$ cat config.mk
export PLATFORM = sky130hd
export DESIGN_NAME = sparse_tensor_fiber_counter
export DESIGN_NICKNAME = d
export VERILOG_FILES = /design/src/rtl/core/stfc_pkg.sv /design/src/rtl/core/stfc_front.sv /design/src/rtl/core/stfc_queue.sv /design/src/rtl/core/stfc_back.sv /design/src/rtl/core/sparse_tensor_fiber_counter.sv
export SDC_FILE = /design/constraint.sdc
export NUM_CORES = 1
export LEC_CHECK = 0
export BUFFER_PORTS_ARGS = -buffer_cell sky130_fd_sc_hd__clkbuf_2
export CELL_PAD_IN_SITES_DETAIL_PLACEMENT = 1
export CELL_PAD_IN_SITES_GLOBAL_PLACEMENT = 1
export CORE_MARGIN = 3
export CORE_UTILIZATION = 53
export CTS_CLUSTER_DIAMETER = 120
export DETAILED_ROUTE_END_ITERATION = 10
export PLACE_DENSITY = 0.87
export SYNTH_ARGS = -nofsm -noshare
export SYNTH_HDL_FRONTEND = slang
export SYNTH_HIERARCHICAL = 1
export SYNTH_SLANG_ARGS = --single-unit
$ cat constraint.sdc
create_clock -name i_clk -period 23.5 [get_ports i_clk]
set_input_delay 7.05 -clock i_clk [delete_from_list [all_inputs] [get_ports i_clk]]
set_output_delay 7.05 -clock i_clk [all_outputs]
set_load 0.02 [all_outputs]
$ cat src/rtl/core/stfc_pkg.sv
// Shared types and constants for the sparse tensor fiber counter.
// Used by every module under rtl/core; depends on nothing.
package stfc_pkg;

    localparam int COORD_W          = 32;   // width of one coordinate on the bus
    localparam int OUT_W            = 32;   // width of one result field on the bus
    localparam int FIELD_MODES      = 4;    // coordinates carried per tuple
    localparam int FIELD_LEVELS     = 3;    // levels that can be compared
    localparam int MAX_MODES        = 4;    // largest mode count the block honors
    localparam int MODES_HI         = (MAX_MODES < FIELD_MODES) ? MAX_MODES : FIELD_MODES;
    localparam int MODES_LO         = 2;
    localparam int INDEX_WIDTH_DEF  = 32;
    localparam int COUNT_WIDTH_DEF  = 32;
    localparam int QUEUE_DEPTH      = 2;

    localparam int NM_W             = 3;    // num_modes register width
    localparam int MODE_W           = 2;    // order register width
    localparam int LVL_W            = 2;
    localparam int CFG_IDX_W        = 3;
    localparam int CFG_DATA_W       = 3;

    localparam logic [NM_W-1:0] NUM_MODES_RST = NM_W'(3);

    typedef enum logic [CFG_IDX_W-1:0] {
        REG_NUM_MODES = 3'd0,
        REG_ORDER_0   = 3'd1,
        REG_ORDER_1   = 3'd2,
        REG_ORDER_2   = 3'd3,
        REG_ORDER_3   = 3'd4
    } t_cfg_reg;

    typedef enum logic [LVL_W-1:0] {
        LVL_0 = 2'd0,
        LVL_1 = 2'd1,
        LVL_2 = 2'd2
    } t_level;

    // Settings seen by the front end for each tuple
    typedef struct packed {
        logic [NM_W-1:0]                     nm;     // clamped mode count
        logic [FIELD_LEVELS-1:0][MODE_W-1:0] order;  // mode compared per level
    } t_stfc_cfg;

    // Classified tuple handed from front to back
    typedef struct packed {
        logic            inc;    // some level counter advances
        t_level          level;  // which one
        logic            last;   // closes the tensor
        logic [NM_W-1:0] nm;     // mode count in force for this tuple
    } t_stfc_cmd;

    typedef struct packed {
        logic [OUT_W-1:0] fiber_total;
        logic [OUT_W-1:0] level_count_2;
        logic [OUT_W-1:0] level_count_1;
        logic [OUT_W-1:0] level_count_0;
    } t_stfc_result;

endpackage

$ cat src/rtl/core/stfc_front.sv
// Front end: accepts coordinate tuples, compares them with the previous tuple
// and classifies each into a level increment. Depends on stfc_pkg.
module stfc_front
    import stfc_pkg::*;
#(
    parameter int INDEX_WIDTH = INDEX_WIDTH_DEF
) (
    input  logic                                i_clk,
    input  logic                                i_rst_n,
    input  t_stfc_cfg                           i_cfg,
    input  logic                                i_valid,
    output logic                                o_ready,
    input  logic [FIELD_MODES-1:0][COORD_W-1:0] i_coord,
    input  logic                                i_last,
    input  logic                                i_q_ready,
    output logic                                o_push,
    output t_stfc_cmd                           o_cmd
);

    localparam int IDX_W = (INDEX_WIDTH < COORD_W) ? INDEX_WIDTH : COORD_W;

    logic [IDX_W-1:0]        r_prev [FIELD_MODES];
    logic                    r_have_prev;
    logic [FIELD_LEVELS-1:0] diff;
    logic [FIELD_LEVELS-1:0] en;

    assign o_ready = i_q_ready;
    assign o_push  = i_valid && i_q_ready;

    always_comb begin
        for (int l = 0; l < FIELD_LEVELS; l++) begin
            diff[l] = i_coord[i_cfg.order[l]][IDX_W-1:0] != r_prev[i_cfg.order[l]];
            en[l]   = (NM_W'(l) + NM_W'(1)) < i_cfg.nm;
        end
    end

    always_comb begin
        o_cmd.inc   = 1'b0;
        o_cmd.level = LVL_0;
        o_cmd.last  = i_last;
        o_cmd.nm    = i_cfg.nm;
        if (!r_have_prev) begin
            // first tuple of a tensor opens a new top-level prefix
            o_cmd.inc = 1'b1;
        end else begin
            // walk from the deepest level so the shallowest difference wins
            for (int l = FIELD_LEVELS - 1; l >= 0; l--) begin
                if (en[l] && diff[l]) begin
                    o_cmd.inc   = 1'b1;
                    o_cmd.level = t_level'(LVL_W'(l));
                end
            end
        end
    end

    always_ff @(posedge i_clk) begin
        if (o_push) begin
            for (int m = 0; m < FIELD_MODES; m++) begin
                r_prev[m] <= i_coord[m][IDX_W-1:0];
            end
        end
    end

    always_ff @(posedge i_clk) begin
        if (!i_rst_n) begin
            r_have_prev <= 1'b0;
        end else if (o_push) begin
            r_have_prev <= !i_last;
        end
    end

endmodule

$ cat src/rtl/core/stfc_queue.sv
// Short command queue between the front and back ends of the fiber counter.
// Depends on stfc_pkg.
module stfc_queue
    import stfc_pkg::*;
(
    input  logic      i_clk,
    input  logic      i_rst_n,
    input  logic      i_push,
    input  t_stfc_cmd i_cmd,
    output logic      o_ready,
    output logic      o_valid,
    output t_stfc_cmd o_cmd,
    input  logic      i_pop
);

    localparam int PTR_W = (QUEUE_DEPTH > 1) ? $clog2(QUEUE_DEPTH) : 1;
    localparam int CNT_W = $clog2(QUEUE_DEPTH + 1);

    t_stfc_cmd        r_mem [QUEUE_DEPTH];
    logic [PTR_W-1:0] r_wr_ptr;
    logic [PTR_W-1:0] r_rd_ptr;
    logic [CNT_W-1:0] r_count;

    assign o_ready = r_count != CNT_W'(QUEUE_DEPTH);
    assign o_valid = r_count != '0;
    assign o_cmd   = r_mem[r_rd_ptr];

    always_ff @(posedge i_clk) begin
        if (i_push) begin
            r_mem[r_wr_ptr] <= i_cmd;
        end
    end

    always_ff @(posedge i_clk) begin
        if (!i_rst_n) begin
            r_wr_ptr <= '0;
            r_rd_ptr <= '0;
            r_count  <= '0;
        end else begin
            if (i_push) begin
                r_wr_ptr <= (r_wr_ptr == PTR_W'(QUEUE_DEPTH - 1)) ? '0 : r_wr_ptr + 1'b1;
            end
            if (i_pop) begin
                r_rd_ptr <= (r_rd_ptr == PTR_W'(QUEUE_DEPTH - 1)) ? '0 : r_rd_ptr + 1'b1;
            end
            case ({i_push, i_pop})
                2'b10:   r_count <= r_count + 1'b1;
                2'b01:   r_count <= r_count - 1'b1;
                default: r_count <= r_count;
            endcase
        end
    end

endmodule

$ cat src/rtl/core/stfc_back.sv
// Back end: applies classified tuples to the level and fiber counters and,
// at the end of a tensor, forms the prefix sums in a short result pipeline.
// Depends on stfc_pkg.
module stfc_back
    import stfc_pkg::*;
#(
    parameter int COUNT_WIDTH = COUNT_WIDTH_DEF
) (
    input  logic         i_clk,
    input  logic         i_rst_n,
    input  logic         i_q_valid,
    input  t_stfc_cmd    i_cmd,
    output logic         o_pop,
    output logic         o_valid,
    input  logic         i_ready,
    output t_stfc_result o_result
);

    localparam int CNT_W = COUNT_WIDTH;

    function automatic logic [CNT_W-1:0] sat_inc(input logic [CNT_W-1:0] a);
        return (&a) ? a : a + 1'b1;
    endfunction

    function automatic logic [CNT_W-1:0] sat_add(input logic [CNT_W-1:0] a,
                                                 input logic [CNT_W-1:0] b);
        logic [CNT_W:0] s;
        s = {1'b0, a} + {1'b0, b};
        return s[CNT_W] ? {CNT_W{1'b1}} : s[CNT_W-1:0];
    endfunction

    function automatic logic [OUT_W-1:0] to_out(input logic [CNT_W-1:0] v);
        logic [63:0] w;
        w = 64'(v);
        return w[OUT_W-1:0];
    endfunction

    // counting stage
    logic [CNT_W-1:0] r_cnt [FIELD_LEVELS];
    logic [CNT_W-1:0] r_fib;
    logic [CNT_W-1:0] n_cnt [FIELD_LEVELS];
    logic [CNT_W-1:0] n_fib;

    // snapshot stage
    logic             r_b_valid;
    logic [CNT_W-1:0] r_b_cnt [FIELD_LEVELS];
    logic [CNT_W-1:0] r_b_fib;
    logic [NM_W-1:0]  r_b_nm;

    // first partial sum stage
    logic             r_c_valid;
    logic [CNT_W-1:0] r_c_p0;
    logic [CNT_W-1:0] r_c_p1;
    logic [CNT_W-1:0] r_c_c2;
    logic [CNT_W-1:0] r_c_fib;
    logic [NM_W-1:0]  r_c_nm;

    // output register
    logic             r_o_valid;
    t_stfc_result     r_o_result;

    logic out_ready;
    logic c_ready;
    logic b_ready;

    assign out_ready = !r_o_valid || i_ready;
    assign c_ready   = !r_c_valid || out_ready;
    assign b_ready   = !r_b_valid || c_ready;
    // a closing tuple waits until the snapshot stage can take it
    assign o_pop     = i_q_valid && (!i_cmd.last || b_ready);

    assign o_valid  = r_o_valid;
    assign o_result = r_o_result;

    always_comb begin
        for (int l = 0; l < FIELD_LEVELS; l++) begin
            n_cnt[l] = (i_cmd.inc && i_cmd.level == t_level'(LVL_W'(l))) ?
                       sat_inc(r_cnt[l]) : r_cnt[l];
        end
        n_fib = i_cmd.inc ? sat_inc(r_fib) : r_fib;
    end

    always_ff @(posedge i_clk) begin
        if (!i_rst_n) begin
            for (int l = 0; l < FIELD_LEVELS; l++) begin
                r_cnt[l] <= '0;
            end
            r_fib <= '0;
        end else if (o_pop) begin
            for (int l = 0; l < FIELD_LEVELS; l++) begin
                r_cnt[l] <= i_cmd.last ? '0 : n_cnt[l];
            end
            r_fib <= i_cmd.last ? '0 : n_fib;
        end
    end

    always_ff @(posedge i_clk) begin
        if (!i_rst_n) begin
            r_b_valid <= 1'b0;
            r_c_valid <= 1'b0;
            r_o_valid <= 1'b0;
        end else begin
            if (b_ready) begin
                r_b_valid <= o_pop && i_cmd.last;
            end
            if (c_ready) begin
                r_c_valid <= r_b_valid;
            end
            if (out_ready) begin
                r_o_valid <= r_c_valid;
            end
        end
    end

    always_ff @(posedge i_clk) begin
        if (b_ready && o_pop && i_cmd.last) begin
            for (int l = 0; l < FIELD_LEVELS; l++) begin
                r_b_cnt[l] <= n_cnt[l];
            end
            r_b_fib <= n_fib;
            r_b_nm  <= i_cmd.nm;
        end
        if (c_ready && r_b_valid) begin
            r_c_p0  <= r_b_cnt[0];
            r_c_p1  <= sat_add(r_b_cnt[0], r_b_cnt[1]);
            r_c_c2  <= r_b_cnt[2];
            r_c_fib <= r_b_fib;
            r_c_nm  <= r_b_nm;
        end
        if (out_ready && r_c_valid) begin
            // levels at or above num_modes-1 read zero
            r_o_result.level_count_0 <= to_out(r_c_p0);
            r_o_result.level_count_1 <= (r_c_nm >= NM_W'(3)) ? to_out(r_c_p1) : '0;
            r_o_result.level_count_2 <= (r_c_nm >= NM_W'(4)) ?
                                        to_out(sat_add(r_c_p1, r_c_c2)) : '0;
            r_o_result.fiber_total   <= to_out(r_c_fib);
        end
    end

endmodule

$ cat src/rtl/core/sparse_tensor_fiber_counter.sv
// Sparse tensor fiber counter: counts distinct index prefixes per level of a
// sorted stream of nonzero coordinate tuples.
//
// Input stream (i_s_*): one tuple per transaction, coordinates of modes 0..3
// in tdata, tlast on the final nonzero of a tensor. Output stream (o_m_*):
// one transaction per tensor, issued for the tuple carrying tlast, with the
// per-level prefix counts and the fiber total. Configuration channel
// (i_cfg_*): register 0 is num_modes, registers 1..4 are order_0..order_3;
// write it only while the block is idle.
//
// Throughput: one tuple per cycle while tready is high, set by the combinational
// compare and priority select in the front end and one counter update per cycle
// in the back end. A closing tuple passes the command queue, snapshot stage,
// first partial sum stage and output register before the result is valid. A stalled
// receiver holds the result; tuples keep flowing until the two-entry queue and
// the result pipeline fill, then tready drops. Reset restores num_modes = 3,
// order = 0,1,2 and clears all counters; tuples are accepted straight after reset.
// Depends on stfc_pkg, stfc_front, stfc_queue and stfc_back.
module sparse_tensor_fiber_counter
    import stfc_pkg::*;
#(
    parameter int INDEX_WIDTH = INDEX_WIDTH_DEF,
    parameter int COUNT_WIDTH = COUNT_WIDTH_DEF
) (
    input  logic                              i_clk,
    input  logic                              i_rst_n,
    // configuration write channel
    input  logic                              i_cfg_valid,
    output logic                              o_cfg_ready,
    input  logic [CFG_IDX_W-1:0]              i_cfg_index,
    input  logic [CFG_DATA_W-1:0]             i_cfg_data,
    // tuple stream
    input  logic                              i_s_tvalid,
    output logic                              o_s_tready,
    input  logic [FIELD_MODES*COORD_W-1:0]    i_s_tdata,  // coord_0, coord_1, coord_2, coord_3
    input  logic                              i_s_tlast,  // last_item
    // result stream
    output logic                              o_m_tvalid,
    input  logic                              i_m_tready,
    output logic [4*OUT_W-1:0]                o_m_tdata   // level_count_0, level_count_1,
                                                          // level_count_2, fiber_total
);

    logic [NM_W-1:0]                     r_num_modes;
    logic [FIELD_LEVELS-1:0][MODE_W-1:0] r_order;
    logic [NM_W-1:0]                     nm_eff;
    t_stfc_cfg                           cfg;

    logic [FIELD_MODES-1:0][COORD_W-1:0] coord;
    logic                                q_push;
    logic                                q_ready;
    logic                                q_valid;
    logic                                q_pop;
    t_stfc_cmd                           push_cmd;
    t_stfc_cmd                           head_cmd;
    t_stfc_result                        result;

    assign o_cfg_ready = 1'b1;

    // order_3 names the uncompared last level: its write is accepted and dropped
    always_ff @(posedge i_clk) begin
        if (!i_rst_n) begin
            r_num_modes <= NUM_MODES_RST;
            for (int l = 0; l < FIELD_LEVELS; l++) begin
                r_order[l] <= MODE_W'(l);
            end
        end else if (i_cfg_valid && o_cfg_ready) begin
            unique case (t_cfg_reg'(i_cfg_index))
                REG_NUM_MODES: r_num_modes <= i_cfg_data[NM_W-1:0];
                REG_ORDER_0:   r_order[0]  <= i_cfg_data[MODE_W-1:0];
                REG_ORDER_1:   r_order[1]  <= i_cfg_data[MODE_W-1:0];
                REG_ORDER_2:   r_order[2]  <= i_cfg_data[MODE_W-1:0];
                default:       ;
            endcase
        end
    end

    always_comb begin
        nm_eff = r_num_modes;
        if (r_num_modes < NM_W'(MODES_LO)) begin
            nm_eff = NM_W'(MODES_LO);
        end else if (r_num_modes > NM_W'(MODES_HI)) begin
            nm_eff = NM_W'(MODES_HI);
        end
    end

    assign cfg.nm    = nm_eff;
    assign cfg.order = r_order;
    assign coord     = i_s_tdata;

    stfc_front #(
        .INDEX_WIDTH (INDEX_WIDTH)
    ) u_front (
        .i_clk     (i_clk),
        .i_rst_n   (i_rst_n),
        .i_cfg     (cfg),
        .i_valid   (i_s_tvalid),
        .o_ready   (o_s_tready),
        .i_coord   (coord),
        .i_last    (i_s_tlast),
        .i_q_ready (q_ready),
        .o_push    (q_push),
        .o_cmd     (push_cmd)
    );

    stfc_queue u_queue (
        .i_clk   (i_clk),
        .i_rst_n (i_rst_n),
        .i_push  (q_push),
        .i_cmd   (push_cmd),
        .o_ready (q_ready),
        .o_valid (q_valid),
        .o_cmd   (head_cmd),
        .i_pop   (q_pop)
    );

    stfc_back #(
        .COUNT_WIDTH (COUNT_WIDTH)
    ) u_back (
        .i_clk     (i_clk),
        .i_rst_n   (i_rst_n),
        .i_q_valid (q_valid),
        .i_cmd     (head_cmd),
        .o_pop     (q_pop),
        .o_valid   (o_m_tvalid),
        .i_ready   (i_m_tready),
        .o_result  (result)
    );

    assign o_m_tdata = result;

`ifndef NO_ASSERTIONS
    // a full queue always has a head to drain
    a_full_has_head: assert property (@(posedge i_clk) disable iff (!i_rst_n)
        !q_ready |-> q_valid)
        else $error("queue full without a valid head");

    // clamped mode count stays in the supported range
    a_nm_range: assert property (@(posedge i_clk) disable iff (!i_rst_n)
        nm_eff >= NM_W'(MODES_LO) && nm_eff <= NM_W'(MODES_HI))
        else $error("effective mode count out of range");

    // the tuple after a closing tuple opens a new tensor at level zero
    a_new_tensor: assert property (@(posedge i_clk) disable iff (!i_rst_n)
        ($past(q_push && i_s_tlast) && q_push) |-> (push_cmd.inc && push_cmd.level == LVL_0))
        else $error("first tuple of a tensor not counted at level zero");
`endif

endmodule

* Yosys cells after proc, flatten, opt, wreduce, memory -nomap -nowiden
Memory sizes are Yosys's and may differ from the RTL's. A register that Yosys moved wholly into a read port is not among the register bits. Cells that the tools add are included.
Word-level totals: memory bits (writable) 334, memories kept 4, flip-flop bits (word level) 311, logic and storage cells 142
Memories:
- u_front.r_prev | depth 4, bits a word 32, rd ports 3, clocked after memory_dff 3, write ports 4, line stfc_front.sv:22 | logic [IDX_W-1:0] r_prev [FIELD_MODES];
- u_back.r_b_cnt | depth 3, bits a word 32, rd ports 3, clocked after memory_dff 1, write ports 3, line stfc_back.sv:46 | logic [CNT_W-1:0] r_b_cnt [FIELD_LEVELS];
- u_back.r_cnt | depth 3, bits a word 32, rd ports 3, clocked after memory_dff 0, write ports 3, line stfc_back.sv:39 | logic [CNT_W-1:0] r_cnt [FIELD_LEVELS];
- u_queue.r_mem | depth 2, bits a word 7, rd ports 1, clocked after memory_dff 1, write ports 1, line stfc_queue.sv:19 | t_stfc_cmd r_mem [QUEUE_DEPTH];
Operators by class: equality and inequality tests 11, order comparisons 10, multiplexer cells 48, $add $sub $neg 10, bitwise operators 3, reductions and logical operators 34
Operators by type and width (count):
- $mux W32 | 19
- $bmux W32 S2 | 3
- $add A32 B1 Y32 const B | 4
- $reduce_and A32 Y1 | 4
- $ne A32 B32 Y1 | 3
- $add A32 B32 Y33 | 2
- $mux W3 | 5
- $mux W2 | 7
- $logic_and A1 B1 Y1 | 13
- $mux W1 | 13
- $lt A2 B3 Y1 const B | 3
- $reduce_and A2 Y1 | 4
- $eq A3 B2 Y1 const B | 2
- $lt A2 B3 Y1 const A | 2
- $logic_not A1 Y1 | 5
- $eq A2 B1 Y1 const B | 2
- $eq A2 B2 Y1 const B | 2
- $logic_or A1 B1 Y1 | 4
- $pmux W2 S2 | 1
- $reduce_bool A2 Y1 | 2
- $eq A3 B1 Y1 const B | 1
- $ge A3 B2 Y1 const B | 1
- $ge A3 B3 Y1 const B | 1
- $gt A3 B3 Y1 const B | 1
- other kinds (9) | 12

* Logic depth before layout (Yosys ltp)
depth in word-level cells 10, gate-level depth with buffers 11, depth with buffers taken out 10

* Hierarchy
Netlist, hierarchy kept.
Modules (own cells, without submodules):
- stfc_back | instances 1, area an instance 23361.2 um^2, cells an instance 1740
- stfc_front | instances 1, area an instance 5790.6 um^2, cells an instance 389
- stfc_queue | instances 1, area an instance 720.7 um^2, cells an instance 44
- sparse_tensor_fiber_counter | instances 1, area an instance 424.2 um^2, cells an instance 42

* Worst setup path before layout
Ideal clock, no wire load.
path type input port to flip-flop, from input i_m_tready, to register u_back.r_c_c2[0] (read register of u_back.r_b_cnt) (enable), stages 2, setup slack 6085 ps, data arrival time 16593 ps, library setup time 822 ps, cells stage by stage nor2b_1 > a21boi_0
Between the ends: cells in the longest elaborated chain, start to end 3
Ends and longest elaborated chain:
- start, declared | line sparse_tensor_fiber_counter.sv:39 | input logic i_m_tready,
- $logic_or A1 B1 Y1 | line stfc_back.sv:66 | assign out_ready = !r_o_valid || i_ready;
- $logic_or A1 B1 Y1 | line stfc_back.sv:67 | assign c_ready = !r_c_valid || out_ready;
- $logic_and A1 B1 Y1 | line stfc_back.sv:123 | if (c_ready && r_b_valid) begin
- end, declared | line stfc_back.sv:54 | logic [CNT_W-1:0] r_c_c2;
No other way between the ends. A chain may end at the register's enable or synchronous reset.

==> metrics.md <==
| Metric | Value |
|---|---|
| Status | `complete, no violations` |
| GRT overflow | `0` |
| CP Launch Type | `input port` |
| Netlist Area Pre-Place | `30300 um2` |
| Detailed-route via count | `19500` |
| Setup CP Type | `input port to flop` |
| Site row count | `87` |
| Final setup viols | `0` |
| H-Tree Depth | `3` |
| Worst slack at placement | `13240 ps` |
| Int Pwr | `0.00268 W` |
| Worst hold margin | `414 ps` |
| CTS tree | `yes` |
| Layout cells sized above 1 | `16.9%` |
| Data required time of the worst path | `23710 ps` |
| Slew Limit Headroom | `20.6%` |
| Ys async rst share | `0%` |
| Core area | `56500 um2` |
| Reg2Reg Depth | `11` |
| Yosys cell types | `89` |
| VDD IR-drop max | `70.3 uV` |
| Starting Density | `53.6%` |
| PortBufs | `269` |
| Register area share after synthesis | `65.5%` |
| Root Buffer | `clkbuf_16` |
| Initial antenna violation count | `2` |
| Placed inst area | `32400 um2` |
| Fin. max-slew vios | `0` |
| Clock slew at reported path FFs | `60 ps` |
| Final instance area | `34900 um2` |
| Seq cells post-synth | `678` |
| DR vias/cell | `5.88` |
| Worst setup EP type | `flop` |
| All-Layer GR Usage | `26.2%` |
| CTS Hold Bufs | `0` |
| Worst hold path depth | `0` |
| Fillers | `5409` |
| RSZ-0062 raised after global routing | `no` |
| Worst slew pin tran | `1190 ps` |
| Final period utilization | `40.9%` |
| Clock Skews | `19.3 ps` |
| Tmin final | `9620 ps` |
| # DRC | `0` |
| Maximum clock rate | `0.104 GHz` |
| Routed wire per std cell | `23.7 um` |
| Mean Syn Cell Area | `13.7 um2` |
| Cell count after synthesis | `2215` |
| Leakage | `12.8 nW` |
| Worst skew pair latency | `610 ps` |
| Starting DRT DRC Count | `1277` |
| Synthesized Nets | `2426` |
| TritonRoute pass-1 iters | `7` |
| Final hold violation count | `0` |
| Top-Level Pins | `271` |
| HP Class | `flop to flop` |
| CTS buffer count | `73` |
| Die area | `60100 um2` |
| Clock Path Buffers | `3` |
| Sequential power share | `45.9%` |
| NetSw | `0.00122 W` |
| Power share of the clock group | `30.6%` |
| Chip Width | `245 um` |
| Comb pwr share | `23.6%` |
| Setup repair bufs after CTS | `0` |
| Final HPWL from detailed placement | `55.0 mm` |
| Synthesis Warnings | `6` |
| Crit-path max FO | `74` |
| Area grow syn2layout | `15.2%` |
| Multi-input gate area | `10000 um2` |
| Placer Congestion | `0.877` |
| Resized cells post-CTS | `0` |
| Pin count of the biggest net entering global routing | `121` |
| Antenna viol nets, final | `0` |
| Max-cap check violation count | `0` |
| First-pass GRT wire length | `123 mm` |
| Storage cell area | `19900 um2` |
| P per Cell Area | `112 nW/um2` |
| Ys flop type | `edfxtp_1` |
| Sw Share | `31.3%` |
| Nets@finish | `2716` |
| CP arrival | `9830 ps` |
| Number of global-route vias before repair | `21300` |
| EDFF count, synth | `628` |
| Die height | `245 um` |
| Routed wire length | `78.5 mm` |
| Final setup margin | `13880 ps` |
| Setup TNS | `0 ps` |
| Clock sink total | `678` |
layout by cell type (no fill, tap or decap), types with 9 or more instances in the layout:
cell type / n
dfxtp_1: 50
buf_4: 13
ha_1: 69
bufinv_16: 9
and2_1: 117
nor2_1: 65
nand2_1: 135
o21bai_1: 11
nand3_1: 67
nand4_1: 50
nor3_1: 35
nor2b_1: 43
and4_1: 19
o21a_1: 38
a31oi_1: 29
or3_1: 9
o21ai_0: 60
o211ai_1: 13
a21o_1: 33
edfxtp_1: 628
xnor2_1: 146
o31ai_1: 19
o21ai_1: 29
clkbuf_16: 79
clkbuf_1: 23
nor4_1: 24
inv_1: 37
mux2i_1: 11
and3_1: 35
clkbuf_2: 269
a21oi_1: 72
xor2_1: 162
nand2b_1: 13
area by class of cell:
class / instances / area share (%)
sequential: 678 / 56.9
multi-input combinational: 1431 / 28.7
clock buffer: 107 / 6.11
timing repair buffer: 282 / 4.14
tap: 756 / 2.71
clock inverter: 25 / 0.996
inverter: 39 / 0.426
antenna: 1 / 0.00717
registers in the layout (all words and copies together) (netlist names), 32 cells and up, named ones only:
name,count
u_back/o_result,128
u_back/r_b_cnt,96
u_back/r_b_fib,32
u_back/r_c_c2,32
u_back/r_c_fib,32
u_back/r_c_p0,32
u_back/r_c_p1,32
u_back/r_cnt,96
u_back/r_fib,32
u_front/r_prev,128
logic make-up after synthesis:
logic type | Yosys count | share of synthesized area (%)
and+or+nand+nor | 667 | 12.5
DFF | 678 | 65.5
AOI/OAI and AO/OA | 365 | 7.93
xor gates and xnor gates | 308 | 8.90
muxes | 19 | 0.661
adders and majority gates | 71 | 2.98
buffers and inverters | 106 | 1.47
other | 1 | 0.0124
synthesized netlist by cell type (4+ instances only):
library cell,instances,area share (%)
xor2_1,162,4.7
a21o_1,33,0.82
nor3_2,4,0.13
nor2_1,68,0.84
nor2b_1,44,0.91
or2_2,7,0.14
nor3_1,35,0.58
or3_1,9,0.19
o31ai_1,19,0.47
ha_1,69,2.8
edfxtp_1,628,62
a21oi_1,73,1.2
nand2_1,135,1.7
nand2b_1,13,0.27
nand3_1,67,1.1
o21a_1,38,0.94
o21ai_1,29,0.48
nand4_1,50,1.0
inv_1,38,0.47
dfxtp_1,50,3.3
mux2i_1,11,0.36
buf_4,8,0.20
and3_1,35,0.72
a21boi_0,6,0.15
xnor2_1,146,4.2
a211oi_1,6,0.15
o211ai_1,13,0.32
clkbuf_1,43,0.53
a22o_1,5,0.14
mux2_1,7,0.26
nor4_1,24,0.50
a31oi_1,29,0.60
o32ai_1,4,0.12
o21bai_1,11,0.27
buf_2,14,0.23
and2_1,118,2.4
o21ai_0,60,0.99
and4_1,19,0.55
nand4b_1,4,0.12
final timing paths:
| path | slack (ps) | endpoint | start |
|---|---|---|---|
| min | 410 | u_back/o_result[31] | u_back/r_c_p0[31] |
| max | 13880 | u_back/r_cnt[0][46] | i_m_tready |
| min reg2reg | 410 | u_back/o_result[31] | u_back/r_c_p0[31] |
| max reg2reg | 19630 | u_back/r_c_p1[30] | u_back/r_b_cnt[0][0] |
metal layers:
layer	vias up	share of wire, %	global-route usage [%]
met4	0	3.0	9.36
met2	616	54	48.4
li1	8876	-	-
met3	146	5.2	4.74
met5	-	0	0
met1	9864	38	30.5
through the flow:
| step | std cells | util, % | power [W] |
|---|---|---|---|
| floorplan | 2215 | - | 0.00240 |
| global placement | 3186 | 57.4 | 0.00262 |
| detailed placement | 3186 | 57.4 | 0.00271 |
| CTS | 3318 | 61.8 | 0.00392 |
| global route | 3319 | 61.8 | 0.00407 |
| finish | 3319 | 61.8 | 0.00390 |
worst max-delay path: stages:
cell	delay, ps
clkbuf_2	90
nor2b_1	450
and3_1	330
nand2_1	90
nand2_1	90
and2_1	700
inv_4	390
buf_4	500
power groups by stage:
stage	clock network, W	registers (W)	logic [W]
2_1_floorplan	0	0.00181	0.000594
3_3_place_gp	0	0.00178	0.000837
5_1_grt	0.00127	0.00180	0.00100
6_report	0.00119	0.00179	0.000918
3_5_place_dp	0	0.00181	0.000900
4_1_cts	0.00121	0.00179	0.000916
(Power assumes the default switching activity.)
